<file path="src/rtl/afts_pkg.sv">
// ----------------------------------------------------------------------------
// afts_pkg
// Shared types, register indexes, reset values and frame kind codes of the
// acked frame transmit scheduler.
// ----------------------------------------------------------------------------
package afts_pkg;

  // default sizes handed to the top level parameters
  localparam int SECURE_QUEUE_DEPTH_DEF = 8;
  localparam int TIMER_WIDTH_DEF        = 16;

  // configuration register indexes
  localparam int CFG_IDX_W = 2;
  localparam logic [CFG_IDX_W-1:0] CFG_SPS_ENABLE      = 2'd0;
  localparam logic [CFG_IDX_W-1:0] CFG_SPS_TIMEOUT     = 2'd1;
  localparam logic [CFG_IDX_W-1:0] CFG_SPS_RETRY_LIMIT = 2'd2;
  localparam logic [CFG_IDX_W-1:0] CFG_POLL_TRAIN      = 2'd3;

  // configuration reset values
  localparam logic        SPS_ENABLE_RST      = 1'b1;
  localparam logic [15:0] SPS_TIMEOUT_RST     = 16'd1000;
  localparam logic [7:0]  SPS_RETRY_LIMIT_RST = 8'd3;
  localparam logic [7:0]  POLL_TRAIN_RST      = 8'd3;

  // kinds of frame started by one pass
  localparam logic [2:0] KIND_NONE   = 3'd0;
  localparam logic [2:0] KIND_ACK    = 3'd1;
  localparam logic [2:0] KIND_SECURE = 3'd2;
  localparam logic [2:0] KIND_NORMAL = 3'd3;
  localparam logic [2:0] KIND_POLL   = 3'd4;

  // one service pass request
  typedef struct packed {
    logic       tick;
    logic       ack_arrived;
    logic       secure_arrived;
    logic       poll_due;
    logic [3:0] secure_queue_count;
    logic       normal_queue_nonempty;
    logic       frame_available;
    logic       tx_room;
    logic [7:0] rx_bytes_pending;
  } afts_in_t;

  // one service pass result
  typedef struct packed {
    logic [2:0] send_kind;
    logic [7:0] poll_length;
    logic       seq_bit;
    logic       mark_secure;
    logic       insert_empty_secure;
    logic       release_secure;
    logic       acked_event;
    logic       unexpected_ack;
    logic       give_up_event;
    logic       underflow_event;
  } afts_out_t;

  // configuration register file contents
  typedef struct packed {
    logic        sps_enable;
    logic [15:0] sps_timeout;
    logic [7:0]  sps_retry_limit;
    logic [7:0]  poll_train;
  } afts_cfg_t;

  // secure machine events of one pass
  typedef struct packed {
    logic seq_bit;
    logic mark_secure;
    logic insert_empty_secure;
    logic release_secure;
    logic acked_event;
    logic unexpected_ack;
    logic give_up_event;
  } afts_evt_t;

  // pending frame requests seen by the frame picker
  typedef struct packed {
    logic       ack_send;
    logic       secure_send;
    logic       poll_send;
    logic       queue_nonzero;
    logic       normal_queue_nonempty;
    logic       tx_room;
    logic [7:0] rx_bytes_pending;
    logic [7:0] poll_train;
  } afts_pick_req_t;

  // frame picker decision
  typedef struct packed {
    logic       ack_clr;
    logic       secure_clr;
    logic       poll_clr;
    logic       underflow;
    logic [2:0] send_kind;
    logic [7:0] poll_length;
  } afts_pick_rsp_t;

endpackage

</file>
<file path="src/rtl/acked_frame_tx_scheduler.sv">
// ----------------------------------------------------------------------------
// acked_frame_tx_scheduler
// Top level: input register, one service pass, result register.
// ----------------------------------------------------------------------------
// Each accepted item is one service pass of the frame transmitter and gives
// exactly one result. A pass sits in the input register, where the secure
// machine, timer and frame picker settle in one step, and its result is
// registered in the result register when the pass advances; one pass per
// cycle is sustained while out_stall stays low. The state update of the
// secure machine and its flags, done once per pass, sets that rate; a
// stalled result holds the pass behind it in the input register.
// Configuration writes are always taken (cfg_ready is high) and take effect
// on the next pass; a timeout write does not reload a running timer.
// ----------------------------------------------------------------------------
module acked_frame_tx_scheduler #(
  parameter int SECURE_QUEUE_DEPTH = afts_pkg::SECURE_QUEUE_DEPTH_DEF,
  parameter int TIMER_WIDTH        = afts_pkg::TIMER_WIDTH_DEF
) (
  input  logic                           clk,
  input  logic                           rst_n,
  input  logic                           in_valid,
  output logic                           in_stall,
  input  afts_pkg::afts_in_t             in_data,
  output logic                           out_valid,
  input  logic                           out_stall,
  output afts_pkg::afts_out_t            out_data,
  input  logic                           cfg_valid,
  output logic                           cfg_ready,
  input  logic [afts_pkg::CFG_IDX_W-1:0] cfg_index,
  input  logic [31:0]                    cfg_wdata
);

  afts_pkg::afts_in_t       in_data_r;
  logic                     in_vld_r, in_vld_nxt;
  afts_pkg::afts_out_t      out_data_r, out_data_nxt;
  logic                     out_vld_r, out_vld_nxt;
  logic                     advance;
  logic                     in_take;
  afts_pkg::afts_cfg_t      cfg;
  afts_pkg::afts_pick_req_t pick_req;
  afts_pkg::afts_pick_rsp_t pick_rsp;
  afts_pkg::afts_evt_t      evt;

  assign cfg_ready = 1'b1;

  afts_cfg u_cfg (
    .clk      (clk),
    .rst_n    (rst_n),
    .wr_en    (cfg_valid & cfg_ready),
    .wr_index (cfg_index),
    .wr_data  (cfg_wdata),
    .cfg      (cfg)
  );

  afts_core #(
    .SECURE_QUEUE_DEPTH (SECURE_QUEUE_DEPTH),
    .TIMER_WIDTH        (TIMER_WIDTH)
  ) u_core (
    .clk      (clk),
    .rst_n    (rst_n),
    .step     (advance),
    .item     (in_data_r),
    .cfg      (cfg),
    .pick_rsp (pick_rsp),
    .pick_req (pick_req),
    .evt      (evt)
  );

  afts_pick u_pick (
    .req (pick_req),
    .rsp (pick_rsp)
  );

  // pass moves on when the result register is free or being emptied
  assign advance  = in_vld_r & (~out_vld_r | ~out_stall);
  assign in_stall = in_vld_r & ~advance;
  assign in_take  = in_valid & ~in_stall;

  // valid tracking of both registers
  always_comb begin
    in_vld_nxt = in_take | (in_vld_r & ~advance);
    if (advance) begin
      out_vld_nxt = 1'b1;
    end else begin
      out_vld_nxt = out_vld_r & out_stall;
    end
  end

  // result assembly
  always_comb begin
    out_data_nxt.send_kind           = pick_rsp.send_kind;
    out_data_nxt.poll_length         = pick_rsp.poll_length;
    out_data_nxt.seq_bit             = evt.seq_bit;
    out_data_nxt.mark_secure         = evt.mark_secure;
    out_data_nxt.insert_empty_secure = evt.insert_empty_secure;
    out_data_nxt.release_secure      = evt.release_secure;
    out_data_nxt.acked_event         = evt.acked_event;
    out_data_nxt.unexpected_ack      = evt.unexpected_ack;
    out_data_nxt.give_up_event       = evt.give_up_event;
    out_data_nxt.underflow_event     = pick_rsp.underflow;
  end

  // control registers
  always_ff @(posedge clk) begin
    if (!rst_n) begin
      in_vld_r  <= 1'b0;
      out_vld_r <= 1'b0;
    end else begin
      in_vld_r  <= in_vld_nxt;
      out_vld_r <= out_vld_nxt;
    end
  end

  // payload registers
  always_ff @(posedge clk) begin
    if (in_take) begin
      in_data_r <= in_data;
    end
    if (advance) begin
      out_data_r <= out_data_nxt;
    end
  end

  assign out_valid = out_vld_r;
  assign out_data  = out_data_r;

endmodule

</file>
<file path="src/rtl/afts_cfg.sv">
// ----------------------------------------------------------------------------
// afts_cfg
// Configuration registers of the scheduler, written by index.
// ----------------------------------------------------------------------------
module afts_cfg (
  input  logic                             clk,
  input  logic                             rst_n,
  input  logic                             wr_en,
  input  logic [afts_pkg::CFG_IDX_W-1:0]   wr_index,
  input  logic [31:0]                      wr_data,
  output afts_pkg::afts_cfg_t              cfg
);

  afts_pkg::afts_cfg_t cfg_r;

  // register writes
  always_ff @(posedge clk) begin
    if (!rst_n) begin
      cfg_r.sps_enable      <= afts_pkg::SPS_ENABLE_RST;
      cfg_r.sps_timeout     <= afts_pkg::SPS_TIMEOUT_RST;
      cfg_r.sps_retry_limit <= afts_pkg::SPS_RETRY_LIMIT_RST;
      cfg_r.poll_train      <= afts_pkg::POLL_TRAIN_RST;
    end else if (wr_en) begin
      case (wr_index)
        afts_pkg::CFG_SPS_ENABLE:      cfg_r.sps_enable      <= wr_data[0];
        afts_pkg::CFG_SPS_TIMEOUT:     cfg_r.sps_timeout     <= wr_data[15:0];
        afts_pkg::CFG_SPS_RETRY_LIMIT: cfg_r.sps_retry_limit <= wr_data[7:0];
        afts_pkg::CFG_POLL_TRAIN:      cfg_r.poll_train      <= wr_data[7:0];
        default: ;
      endcase
    end
  end

  assign cfg = cfg_r;

endmodule

</file>
<file path="src/rtl/afts_pick.sv">
// ----------------------------------------------------------------------------
// afts_pick
// Fixed priority frame picker: ack, secure, normal, poll.
// ----------------------------------------------------------------------------
module afts_pick (
  input  afts_pkg::afts_pick_req_t req,
  output afts_pkg::afts_pick_rsp_t rsp
);

  always_comb begin
    rsp             = '0;
    rsp.send_kind   = afts_pkg::KIND_NONE;
    if (req.ack_send) begin
      // ack waits for room
      if (req.tx_room) begin
        rsp.send_kind = afts_pkg::KIND_ACK;
        rsp.ack_clr   = 1'b1;
      end
    end else if (req.secure_send) begin
      // secure send with an empty queue is dropped as underflow
      if (req.queue_nonzero) begin
        if (req.tx_room) begin
          rsp.send_kind  = afts_pkg::KIND_SECURE;
          rsp.secure_clr = 1'b1;
        end
      end else begin
        rsp.secure_clr = 1'b1;
        rsp.underflow  = 1'b1;
      end
    end else if (req.normal_queue_nonempty) begin
      if (req.tx_room) begin
        rsp.send_kind = afts_pkg::KIND_NORMAL;
      end
    end else if (req.poll_send) begin
      // poll is dropped when the transmitter is busy
      rsp.poll_clr = 1'b1;
      if (req.tx_room) begin
        rsp.send_kind   = afts_pkg::KIND_POLL;
        rsp.poll_length = (req.rx_bytes_pending > req.poll_train) ?
                          req.rx_bytes_pending : req.poll_train;
      end
    end
  end

endmodule

</file>
<file path="src/rtl/afts_core.sv">
// ----------------------------------------------------------------------------
// afts_core
// Event latches, secure timer and the alternating-bit secure frame machine.
// ----------------------------------------------------------------------------
module afts_core #(
  parameter int SECURE_QUEUE_DEPTH = afts_pkg::SECURE_QUEUE_DEPTH_DEF,
  parameter int TIMER_WIDTH        = afts_pkg::TIMER_WIDTH_DEF
) (
  input  logic                     clk,
  input  logic                     rst_n,
  input  logic                     step,
  input  afts_pkg::afts_in_t       item,
  input  afts_pkg::afts_cfg_t      cfg,
  input  afts_pkg::afts_pick_rsp_t pick_rsp,
  output afts_pkg::afts_pick_req_t pick_req,
  output afts_pkg::afts_evt_t      evt
);

  localparam int CNT_W_MIN = $clog2(SECURE_QUEUE_DEPTH + 1);
  localparam int CNT_W     = (CNT_W_MIN > 4) ? CNT_W_MIN : 4;
  localparam logic [CNT_W-1:0] QDEPTH = CNT_W'(SECURE_QUEUE_DEPTH);
  localparam int EXT_W = TIMER_WIDTH + 16;
  localparam logic [EXT_W-1:0] TMR_RST_EXT = EXT_W'(afts_pkg::SPS_TIMEOUT_RST);

  typedef enum logic [2:0] {
    ST_NONE   = 3'd0,
    ST_READY0 = 3'd1,
    ST_READY1 = 3'd2,
    ST_WAIT0  = 3'd3,
    ST_WAIT1  = 3'd4
  } sps_state_t;

  sps_state_t             state_r, state_nxt;
  logic [TIMER_WIDTH-1:0] timer_r, timer_nxt;
  logic [7:0]             retry_r, retry_nxt;
  logic                   ack_pend_r, ack_pend_nxt;
  logic                   ack_send_r;
  logic                   secure_send_r;
  logic                   poll_send_r;

  logic [EXT_W-1:0]       reload_ext;
  logic [TIMER_WIDTH-1:0] reload;
  logic [CNT_W-1:0]       cnt;
  logic                   ack_send_c;
  logic                   secure_send_c;
  logic                   poll_send_c;
  logic                   expired;

  // reload value masked to the timer width
  assign reload_ext = EXT_W'(cfg.sps_timeout);
  assign reload     = reload_ext[TIMER_WIDTH-1:0];

  // one pass of the secure machine
  always_comb begin
    cnt = CNT_W'(item.secure_queue_count);
    if (cnt > QDEPTH) begin
      cnt = QDEPTH;
    end
    ack_pend_nxt  = ack_pend_r | item.ack_arrived;
    ack_send_c    = ack_send_r | item.secure_arrived;
    poll_send_c   = poll_send_r | item.poll_due;
    secure_send_c = secure_send_r;
    timer_nxt     = timer_r;
    if (item.tick && (timer_r != '0)) begin
      timer_nxt = timer_r - 1'b1;
    end
    case (state_r)
      ST_READY0, ST_READY1, ST_WAIT0, ST_WAIT1: state_nxt = state_r;
      default:                                  state_nxt = ST_NONE;
    endcase
    retry_nxt = retry_r;
    evt       = '0;
    expired   = 1'b0;

    if (cfg.sps_enable) begin
      // consume a pending ack
      if (ack_pend_nxt) begin
        ack_pend_nxt    = 1'b0;
        evt.acked_event = 1'b1;
        case (state_nxt)
          ST_NONE: state_nxt = ST_READY0;
          ST_READY0, ST_READY1: evt.unexpected_ack = 1'b1;
          default: begin
            if (cnt != '0) begin
              cnt                = cnt - 1'b1;
              evt.release_secure = 1'b1;
            end
            state_nxt = (state_nxt == ST_WAIT0) ? ST_READY1 : ST_READY0;
          end
        endcase
      end

      expired = (timer_nxt == '0);
      case (state_nxt)
        // idle: start an empty secure frame after the timeout
        ST_NONE: begin
          if (expired) begin
            if (item.frame_available && (cnt < QDEPTH)) begin
              cnt                     = cnt + 1'b1;
              evt.insert_empty_secure = 1'b1;
              state_nxt               = ST_READY0;
            end else begin
              timer_nxt = reload;
            end
          end
        end
        // ready: mark the queue head and send it
        ST_READY0, ST_READY1: begin
          if (cnt != '0) begin
            timer_nxt       = reload;
            evt.mark_secure = 1'b1;
            evt.seq_bit     = (state_nxt == ST_READY1);
            state_nxt       = (state_nxt == ST_READY0) ? ST_WAIT0 : ST_WAIT1;
            secure_send_c   = 1'b1;
            retry_nxt       = '0;
          end
        end
        // waiting for ack: resend or give up
        default: begin
          if (expired) begin
            if (retry_r < cfg.sps_retry_limit) begin
              timer_nxt     = reload;
              retry_nxt     = retry_r + 1'b1;
              secure_send_c = 1'b1;
            end else begin
              if (cnt != '0) begin
                cnt                = cnt - 1'b1;
                evt.release_secure = 1'b1;
              end
              state_nxt         = ST_NONE;
              evt.give_up_event = 1'b1;
              if (cnt == '0) begin
                secure_send_c = 1'b0;
              end
            end
          end
        end
      endcase
    end
  end

  // requests for the frame picker
  always_comb begin
    pick_req.ack_send              = ack_send_c;
    pick_req.secure_send           = secure_send_c;
    pick_req.poll_send             = poll_send_c;
    pick_req.queue_nonzero         = (cnt != '0);
    pick_req.normal_queue_nonempty = item.normal_queue_nonempty;
    pick_req.tx_room               = item.tx_room;
    pick_req.rx_bytes_pending      = item.rx_bytes_pending;
    pick_req.poll_train            = cfg.poll_train;
  end

  // machine state, timer and flags
  always_ff @(posedge clk) begin
    if (!rst_n) begin
      state_r       <= ST_NONE;
      timer_r       <= TMR_RST_EXT[TIMER_WIDTH-1:0];
      retry_r       <= '0;
      ack_pend_r    <= 1'b0;
      ack_send_r    <= 1'b0;
      secure_send_r <= 1'b0;
      poll_send_r   <= 1'b0;
    end else if (step) begin
      state_r       <= state_nxt;
      timer_r       <= timer_nxt;
      retry_r       <= retry_nxt;
      ack_pend_r    <= ack_pend_nxt;
      ack_send_r    <= ack_send_c & ~pick_rsp.ack_clr;
      secure_send_r <= secure_send_c & ~pick_rsp.secure_clr;
      poll_send_r   <= poll_send_c & ~pick_rsp.poll_clr;
    end
  end

endmodule

</file>
<file path="config.mk">
export PLATFORM = sky130hd
export DESIGN_NAME = acked_frame_tx_scheduler
export DESIGN_NICKNAME = d
export VERILOG_FILES = /design/src/rtl/afts_pkg.sv /design/src/rtl/acked_frame_tx_scheduler.sv /design/src/rtl/afts_cfg.sv /design/src/rtl/afts_pick.sv /design/src/rtl/afts_core.sv
export SDC_FILE = /design/constraint.sdc
export NUM_CORES = 1
export LEC_CHECK = 0
export BUFFER_PORTS_ARGS = -buffer_cell sky130_fd_sc_hd__buf_2
export CORE_UTILIZATION = 59
export CTS_BUF_LIST = sky130_fd_sc_hd__clkbuf_4 sky130_fd_sc_hd__clkbuf_8
export DETAILED_ROUTE_END_ITERATION = 8
export MAX_ROUTING_LAYER = met4
export PLACE_DENSITY = 0.81
export RECOVER_POWER = 25
export SYNTH_ARGS = -nofsm -noshare
export SYNTH_HDL_FRONTEND = slang
export SYNTH_HIERARCHICAL = 1
export SYNTH_SLANG_ARGS = --single-unit
</file>
<file path="constraint.sdc">
create_clock -name clk -period 5.9 [get_ports clk]
set_clock_uncertainty 0.15 [all_clocks]
set_input_delay 0.59 -clock clk [delete_from_list [all_inputs] [get_ports clk]]
set_output_delay 0.59 -clock clk [all_outputs]
set_load 0.01 [all_outputs]
</file>
==> results.sh, run 1 <==
export IMPL_synth_mux_area_frac=0.0684
export IMPL_clk_pin_slew_ns=0.11
export IMPL_r2r_start="in_data_r[14]"
export IMPL_synth_top_area_frac=0.202
export IMPL_portBuffers=62
export IMPL_synth_distinct_cells=88
export IMPL_nFillCells=893
export IMPL_ff2ff_setup_slack_ns=0.83
export IMPL_clock_sinks=104
export IMPL_first_pass_iters=8
export IMPL_synthTopCellsByArea="dfxtp_1, edfxtp_1, mux2i_1"
export IMPL_drt_total_wl_mm=15.6
export IMPL_synth_area_um2=6530
export IMPL_path_depth=14
export IMPL_cts_tree="done"
export IMPL_synth_xor_area_frac=0.0188
export IMPL_power_density_nw_per_um2=224
export IMPL_dieArea_um2=11500
export IMPL_yosys_area_share_simple=0.227
export IMPL_syn_num_nets=796
export IMPL_ios=80
export IMPL_synth_top_family_by_area="simple AND/OR/NAND/NOR gates"
export IMPL_fin_crit_ns=5.07
export IMPL_track_usage=0.292
export IMPL_ys_flop_type="dfxtp_1"
export IMPL_clock_path_buffers=2
export IMPL_finalHoldViolations=0
export IMPL_fin_ws_ns=0.825
export IMPL_viasPerCell=6.30
export IMPL_layout_drive_gt1_share=0.174
export IMPL_status="finished, violations left"
export IMPL_synth_edf_count=38
export IMPL_rows=38
export IMPL_hpwlAfterDp_mm=11.2
export IMPL_first_global_vias=5234
export IMPL_grt_max_degree=68
export IMPL_grt_pass1_wl_mm=25.5
export IMPL_start_util=0.605
export IMPL_fp_coreArea_um2=10800
export IMPL_ir_drop_v=0.000204
export IMPL_place_ws_ns=0.955
export IMPL_multi_input_area_um2=3550
export IMPL_crit_path_top_delay_cell="a221oi_1"
export IMPL_synth_common_cells="nand2_1, dfxtp_1, nor2_1, inv_1, mux2i_1"
export IMPL_cts_setup_buffers=0
export IMPL_cts_root_buf="clkbuf_8"
export IMPL_worst_path_largest_cell_delay_ns=0.72
export IMPL_fin_setup_tns_ns=0
export IMPL_synth_largest_area_cell="dfxtp_1"
export IMPL_critPathLaunchType="register"
export IMPL_synthAdderAreaFrac=0.0383
export IMPL_cp_arrival_ns=5.16
export IMPL_drc=0
export IMPL_violations="max-capacitance violations, max-slew violations"
export IMPL_insertedDiodeCount=0
export IMPL_hold_path_end="in_data_r[5]"
export IMPL_worst_pin_slew_ns=2.69
export IMPL_synth_most_common_cell="nand2_1"
export IMPL_max_freq_mhz=197
export IMPL_crit_required_ns=5.98
export IMPL_ctsHoldBuffers=0
export IMPL_synth_seq_cells=104
export IMPL_antenna_found_initial=0
export IMPL_post_cts_resized=0
export IMPL_critPathBufInv=2
export IMPL_syn_avg_cell_area_um2=9.09
export IMPL_worstHoldPathCells=1
export IMPL_synthCells=718
export IMPL_ant_nets=0
export IMPL_end_kind="register"
export IMPL_clock_latency_ns=0.41
export IMPL_p_leak_nw=2.63
export IMPL_r2r_end="out_data[12]"
export IMPL_dr_total_vias=5584
export IMPL_cts_buffers=9
export IMPL_hold_start="in_data[5]"
export IMPL_nets=819
export IMPL_gp_congestion=0.966
export IMPL_synth_compound_area_share=0.190
export IMPL_critPathKind="reg2reg"
export IMPL_reg2reg_depth=14
export IMPL_regArea_um2=2460
export IMPL_cp_max_fo=12
export IMPL_crit_family="compound AO/OA/AOI/OAI gates"
export IMPL_hold_path_class="in2reg"
export IMPL_finalCritPeriodShare=0.860
export IMPL_die_x_um=107
export IMPL_slew_viol_final=68
export IMPL_grt_overflow_total=0
export IMPL_crit_chain="nor2b_1, inv_1, ha_1, a221oi_1, xnor2_1, inv_1, ha_1, a21oi_1, o21ai_0, a32o_1, nand2_1, nor4b_1, nand2_1, a21oi_1"
export IMPL_wire_per_inst_um=17.6
export IMPL_maxCapViolations=1
export IMPL_cts_htree_levels=3
export IMPL_setup_viol=0
export IMPL_slew_headroom=-0.792
export IMPL_rsz0062_at_grt="false"
export IMPL_first_iter_violations=512
export IMPL_synth_async_reset_ratio=0
export IMPL_dieHeight_um=107
export IMPL_seq_area_frac_synth=0.377
export IMPL_area_delta_synth_final_pct=5.25
export IMPL_yosysWarnings=6
## worst register-to-register path, delay by kind of cell, from the launching register on
family / cells / cell delay, ns
XOR/XNOR: 1 / 0.29
AND/OR/NAND/NOR: 4 / 1.11
AO/OA/AOI/OAI: 5 / 1.95
buffers and inverters: 2 / 0.26
flip-flops: 1 / 0.57
adder cells (fa/ha/maj): 2 / 0.58
## worst max-delay path by stage
stage                             start            to  slack, ns
after floorplan           in_data_r[14]   out_data[8]       1.87
after global placement    in_data_r[14]  out_data[11]       1.20
after detailed placement  in_data_r[14]  out_data[12]       0.96
after CTS                 in_data_r[14]  out_data[12]       0.89
after global routing      in_data_r[14]  out_data[11]       0.30
final                     in_data_r[14]  out_data[12]       0.83
## metal layers
| metal | vias to the layer above | GRT usage | wire length [um] |
|---|---|---|---|
| met3 | 42 | 0.0717 | 1040 |
| met4 | 0 | 0.106 | 451 |
| met2 | 242 | 0.460 | 7350 |
| met5 | - | - | 0 |
| met1 | 2633 | 0.365 | 6770 |
| li1 | 2667 | - | - |
## registers in the layout, indices dropped and copies added, names as in the netlist
register	flops
u_core/ack_send_r	1
u_core/secure_send_r	1
u_core/state_r	3
u_core/ack_pend_r	1
u_core/timer_r	16
u_core/poll_send_r	1
u_core/retry_r	8
u_cfg/cfg	33
in_vld_r	1
out_valid	1
in_data_r	19
out_data	19
## metrics by stage
step	hold WS (ns)	instances	power [mW]	area [um2]	util
2_1_floorplan	0.285	718	1.04	6530	-
3_3_place_gp	0.296	870	1.09	6680	0.619
3_5_place_dp	0.304	870	1.10	6680	0.619
4_1_cts	0.188	886	1.54	6870	0.637
5_1_grt	0.181	886	1.61	6870	0.636
6_report	0.207	886	1.54	6870	0.636
## layout make-up
type | count | share of cell area
multi-input combinational | 519 | 0.517
inverter | 43 | 0.0235
sequential | 104 | 0.358
timing repair buffer | 64 | 0.0468
tap | 140 | 0.0255
clock buffer | 10 | 0.0191
clock inverter | 6 | 0.00911
## kinds of logic after synthesis
logic type,count (synthesis)
flops,104
xor+xnor,14
other cells,1
fa+ha+maj,20
compound gates,172
mux,44
simple gates,268
buf+inv,95
## power by group
part           switching (mW)  internal (mW)
registers              0.0356          0.778
logic                   0.178          0.104
clock network           0.275          0.170
## cells in the final DEF (no fill, tap or decap), types with 7 or more instances in the layout
| master | netlist | routed |
|---|---|---|
| nand2_1 | 89 | 89 |
| dfxtp_1 | 66 | 66 |
| buf_2 | 4 | 62 |
| nor2_1 | 49 | 49 |
| inv_1 | 42 | 42 |
| mux2i_1 | 39 | 39 |
| a21oi_1 | 38 | 38 |
| edfxtp_1 | 38 | 38 |
| o21ai_0 | 28 | 28 |
| ha_1 | 20 | 20 |
| nor2b_1 | 17 | 16 |
| nor3_1 | 16 | 16 |
| nand3_1 | 14 | 14 |
| a31oi_1 | 12 | 12 |
| o211ai_1 | 11 | 11 |
| a32oi_1 | 11 | 11 |
| or2_2 | 10 | 10 |
| o221ai_1 | 10 | 10 |
| a221oi_1 | 10 | 10 |
| clkbuf_8 | 0 | 9 |
| xnor2_1 | 9 | 9 |
| nand4b_1 | 7 | 7 |
Note: power is estimated with default switching activity, not from simulation.
==> inputs of run 2 (changes only) <==
--- a/config.mk
+++ b/config.mk
@@ -7,7 +7,6 @@
 export LEC_CHECK = 0
 export BUFFER_PORTS_ARGS = -buffer_cell sky130_fd_sc_hd__buf_2
 export CORE_UTILIZATION = 59
-export CTS_BUF_LIST = sky130_fd_sc_hd__clkbuf_4 sky130_fd_sc_hd__clkbuf_8
 export DETAILED_ROUTE_END_ITERATION = 8
 export MAX_ROUTING_LAYER = met4
 export PLACE_DENSITY = 0.81
==> results.sh, run 2 (same netlist as run 1, synthesis figures left out) <==
export IMPL_clock_path_buffers=2
export IMPL_track_usage=0.292
export IMPL_ant_nets=0
export IMPL_crit_required_ns=5.98
export IMPL_max_freq_mhz=198
export IMPL_end_kind="register"
export IMPL_rows=38
export IMPL_r2r_end="out_data[12]"
export IMPL_dieArea_um2=11500
export IMPL_internal_power_mw=1.05
export IMPL_die_x_um=107
export IMPL_area_delta_synth_final_pct=5.20
export IMPL_fin_util=0.636
export IMPL_hpwlAfterDp_mm=11.2
export IMPL_post_cts_resized=0
export IMPL_grt_max_degree=68
export IMPL_fin_crit_ns=5.06
export IMPL_seqPwrFrac=0.531
export IMPL_finalHoldViolations=0
export IMPL_cp_arrival_ns=5.14
export IMPL_ff2ff_setup_slack_ns=0.84
export IMPL_hold_path_class="in2reg"
export IMPL_cts_htree_levels=3
export IMPL_hold_start="in_data[6]"
export IMPL_clock_latency_ns=0.40
export IMPL_regArea_um2=2460
export IMPL_first_pass_iters=9
export IMPL_hold_path_end="in_data_r[6]"
export IMPL_r2r_start="in_data_r[14]"
export IMPL_nets=819
export IMPL_p_leak_nw=2.63
export IMPL_crit_chain="nor2b_1, inv_1, ha_1, a221oi_1, xnor2_1, inv_1, ha_1, a21oi_1, o21ai_0, a32o_1, nand2_1, nor4b_1, nand2_1, a21oi_1"
export IMPL_layout_common_cells="nand2_1, dfxtp_1, buf_2, nor2_1, inv_1"
export IMPL_reg2reg_depth=14
export IMPL_clk_pin_slew_ns=0.11
export IMPL_ctsHoldBuffers=0
export IMPL_grt_pass1_wl_mm=25.4
export IMPL_violations="max-capacitance violations, max-slew violations"
export IMPL_first_iter_violations=507
export IMPL_start_util=0.605
export IMPL_cts_tree="done"
export IMPL_crit_family="compound AO/OA/AOI/OAI gates"
export IMPL_portBuffers=62
export IMPL_slew_headroom=-0.780
export IMPL_layout_drive_gt1_share=0.173
export IMPL_insertedDiodeCount=0
export IMPL_antenna_found_initial=0
export IMPL_ir_drop_v=0.000204
export IMPL_p_clk_frac=0.286
export IMPL_dr_total_vias=5565
export IMPL_switching_power_uw=485
export IMPL_cp_max_fo=12
export IMPL_rsz0062_at_grt="false"
export IMPL_status="finished, violations left"
export IMPL_slew_viol_final=68
export IMPL_layout_commonest_cell="nand2_1"
export IMPL_combPwrFrac=0.184
export IMPL_place_area_um2=6680
export IMPL_worstHoldPathCells=1
export IMPL_power_mw=1.53
export IMPL_ios=80
export IMPL_largest_register_ffs=33
export IMPL_viasPerCell=6.28
export IMPL_first_global_vias=5224
export IMPL_cts_setup_buffers=0
export IMPL_cts_buffers=9
export IMPL_fin_area_um2=6870
export IMPL_grt_overflow_total=0
export IMPL_critPathBufInv=2
export IMPL_multi_input_area_um2=3550
export IMPL_wire_per_inst_um=17.5
export IMPL_worst_pin_slew_ns=2.67
export IMPL_switching_share=0.317
export IMPL_gp_congestion=0.966
export IMPL_worst_path_largest_cell_delay_ns=0.72
export IMPL_power_density_nw_per_um2=223
export IMPL_nFillCells=894
export IMPL_maxCapViolations=1
export IMPL_cts_root_buf="clkbuf_8"
export IMPL_drc=0
export IMPL_crit_path_top_delay_cell="a221oi_1"
export IMPL_dieHeight_um=107
export IMPL_critPathLaunchType="register"
export IMPL_finalCritPeriodShare=0.857
export IMPL_drt_total_wl_mm=15.5
export IMPL_fp_coreArea_um2=10800
export IMPL_fin_setup_tns_ns=0
export IMPL_clock_sinks=104
export IMPL_critPathKind="reg2reg"
export IMPL_setup_viol=0
## run 2: cell counts in the layout (fill, tap and decap cells not counted)
Identical to the previous run, type by type.
## run 2: cell type report
type / count / share of cell area
clock buffers: 10 / 0.0186
clock inverters: 6 / 0.00911
inverters: 43 / 0.0235
multi-input cells: 519 / 0.518
flip-flops and latches: 104 / 0.359
well taps: 140 / 0.0255
repair buffers: 64 / 0.0468
## run 2: routing by layer
layer  share of wire  routed length [um]  track usage  up-vias
li1                -                   -            -     2670
met1            0.44                6770        0.365     2625
met2            0.47                7360        0.461      238
met3           0.063                 971       0.0711       32
met4           0.027                 413        0.105        0
met5               0                   0            -        -
## run 2: worst max path at each step
stage	startpoint	endpoint	slack, ns	depth (start not counted)
CTS	in_data_r[14]	out_data[12]	0.89	14
detailed placement	in_data_r[14]	out_data[12]	0.96	14
finish	in_data_r[14]	out_data[12]	0.84	14
floorplan	in_data_r[14]	out_data[8]	1.87	16
global route	in_data_r[14]	out_data[11]	0.30	14
global placement	in_data_r[14]	out_data[11]	1.20	14
## run 2: stage by stage
stage               setup slack (ns)  hold slack, ns  cells
floorplan                       1.87           0.285    718
global placement                1.20           0.296    870
detailed placement             0.955           0.304    870
CTS                            0.894           0.188    886
global route                   0.303           0.181    886
finish                         0.844           0.210    886
## run 2: power by group through the flow
stage | registers (mW) | clock network [mW] | logic (mW)
after floorplan | 0.814 | 0 | 0.227
after global placement | 0.827 | 0 | 0.264
after detailed placement | 0.828 | 0 | 0.275
after CTS | 0.812 | 0.451 | 0.276
after global routing | 0.818 | 0.475 | 0.310
final | 0.814 | 0.438 | 0.282
==> inputs of run 3 (changes only) <==
--- a/config.mk
+++ b/config.mk
@@ -5,12 +5,13 @@
 export SDC_FILE = /design/constraint.sdc
 export NUM_CORES = 1
 export LEC_CHECK = 0
+export ABC_CLOCK_PERIOD_IN_PS = 5900
 export BUFFER_PORTS_ARGS = -buffer_cell sky130_fd_sc_hd__buf_2
 export CORE_UTILIZATION = 59
 export DETAILED_ROUTE_END_ITERATION = 8
 export MAX_ROUTING_LAYER = met4
 export PLACE_DENSITY = 0.81
-export RECOVER_POWER = 25
+export RECOVER_POWER = 50
 export SYNTH_ARGS = -nofsm -noshare
 export SYNTH_HDL_FRONTEND = slang
 export SYNTH_HIERARCHICAL = 1
==> constraint.sdc (replaced) <==
create_clock -name clk -period 5.9 [get_ports clk]
set_clock_uncertainty 0.15 [all_clocks]
set_input_delay 0.885 -clock clk [delete_from_list [all_inputs] [get_ports clk]]
set_output_delay 0.885 -clock clk [all_outputs]
set_load 0.01 [all_outputs]
==> results.sh, run 3 (same netlist as run 1, synthesis figures left out) <==
export IMPL_status="finished, violations left"
export IMPL_violations="max-capacitance violations, max-slew violations"
export IMPL_cts_tree="done"
export IMPL_internal_power_mw=1.05
export IMPL_viasPerCell=6.36
export IMPL_antenna_found_initial=0
export IMPL_first_iter_violations=479
export IMPL_worst_pin_slew_ns=2.66
export IMPL_finalHoldViolations=0
export IMPL_fin_util=0.635
export IMPL_grt_overflow_total=0
export IMPL_portBuffers=62
export IMPL_crit_required_ns=5.99
export IMPL_grt_pass1_wl_mm=24.6
export IMPL_dr_total_vias=5634
export IMPL_insertedDiodeCount=0
export IMPL_fp_coreArea_um2=10800
export IMPL_end_kind="register"
export IMPL_clock_latency_ns=0.40
export IMPL_reg2reg_depth=14
export IMPL_cts_htree_levels=3
export IMPL_rows=38
export IMPL_switching_power_uw=500
export IMPL_setup_viol=0
export IMPL_nets=819
export IMPL_drt_total_wl_mm=15.8
export IMPL_slew_viol_final=67
export IMPL_first_global_vias=4984
export IMPL_hold_path_class="reg2reg"
export IMPL_area_delta_synth_final_pct=5.02
export IMPL_largest_register_ffs=33
export IMPL_start_util=0.605
export IMPL_cts_setup_buffers=0
export IMPL_ios=80
export IMPL_post_cts_resized=0
export IMPL_dieHeight_um=107
export IMPL_cp_max_fo=12
export IMPL_fin_setup_tns_ns=0
export IMPL_p_clk_frac=0.294
export IMPL_p_leak_nw=2.57
export IMPL_dieArea_um2=11500
export IMPL_wire_per_inst_um=17.8
export IMPL_cts_buffers=9
export IMPL_power_density_nw_per_um2=226
export IMPL_layout_common_cells="nand2_1, dfxtp_1, nor2_1, inv_1, buf_2"
export IMPL_slew_headroom=-0.776
export IMPL_layout_commonest_cell="nand2_1"
export IMPL_ir_drop_v=0.000259
export IMPL_fin_crit_ns=5.21
export IMPL_max_freq_mhz=192
export IMPL_gp_congestion=0.986
export IMPL_critPathKind="reg2reg"
export IMPL_rsz0062_at_grt="false"
export IMPL_ctsHoldBuffers=0
export IMPL_track_usage=0.285
export IMPL_hpwlAfterDp_mm=11.4
export IMPL_cts_root_buf="clkbuf_8"
export IMPL_critPathLaunchType="register"
export IMPL_cp_arrival_ns=5.31
export IMPL_clock_sinks=104
export IMPL_die_x_um=107
export IMPL_switching_share=0.322
export IMPL_ant_nets=0
export IMPL_clock_path_buffers=2
export IMPL_clk_pin_slew_ns=0.11
export IMPL_maxCapViolations=1
export IMPL_power_mw=1.55
export IMPL_layout_drive_gt1_share=0.145
export IMPL_whs_ns=0.321
export IMPL_worstHoldPathCells=2
export IMPL_grt_max_degree=67
export IMPL_drc=0
export IMPL_first_pass_iters=6
export IMPL_finalCritPeriodShare=0.884
export IMPL_combPwrFrac=0.181
export IMPL_seqPwrFrac=0.525
-- run 3: area by class of cell --
| class | instances | area [um2] |
|---|---|---|
| Multi-Input combinational cell | 519 | 3550 |
| Clock buffer | 9 | 124 |
| Clock inverter | 7 | 85.1 |
| Inverter | 43 | 161 |
| Tap cell | 140 | 175 |
| Timing Repair Buffer | 64 | 292 |
| Fill cell | 917 | 3940 |
| Sequential cell | 104 | 2460 |
-- run 3: path summary, 6_finish.rpt --
check | start | to | slack [ns]
max | in_data_r[14] | out_data[8] | 0.69
max reg2reg | in_data_r[14] | out_data[8] | 0.69
min | u_cfg/cfg[28] | u_cfg/cfg[28] | 0.32
min reg2reg | u_cfg/cfg[28] | u_cfg/cfg[28] | 0.32
-- run 3: stage by stage --
stage	cell area (um2)	cells	worst slack (ns)
floorplan	6530	718	1.74
global placement	6680	870	1.13
detailed placement	6680	870	0.913
CTS	6890	886	0.849
global route	6850	886	0.428
finish	6850	886	0.687
-- run 3: worst max-delay path, cell delays in order, from the launching register on --
cell      delay (ns)
edfxtp_1        0.56
nor2b_1         0.30
inv_1           0.12
ha_1            0.27
a221oi_1        0.86
xnor2_1         0.29
inv_1           0.14
ha_1            0.31
a21oi_1         0.30
o21ai_0         0.52
a32o_1          0.23
nand2_1         0.11
nor4b_1         0.37
nand2_1         0.31
a31oi_1         0.22
-- run 3: per-layer routing --
metal / global-route usage / vias up / wire, um
li1: - / 2663 / -
met1: 0.368 / 2632 / 6810
met2: 0.434 / 295 / 7250
met3: 0.0608 / 44 / 1230
met4: 0.117 / 0 / 479
met5: - / - / 0
-- run 3: power by group through the flow --
stage | Sequential [mW] | Clock (mW) | Combinational, mW
3_3_place_gp | 0.827 | 0 | 0.265
2_1_floorplan | 0.814 | 0 | 0.227
3_5_place_dp | 0.828 | 0 | 0.275
5_1_grt | 0.819 | 0.493 | 0.305
6_report | 0.814 | 0.455 | 0.281
4_1_cts | 0.812 | 0.467 | 0.277
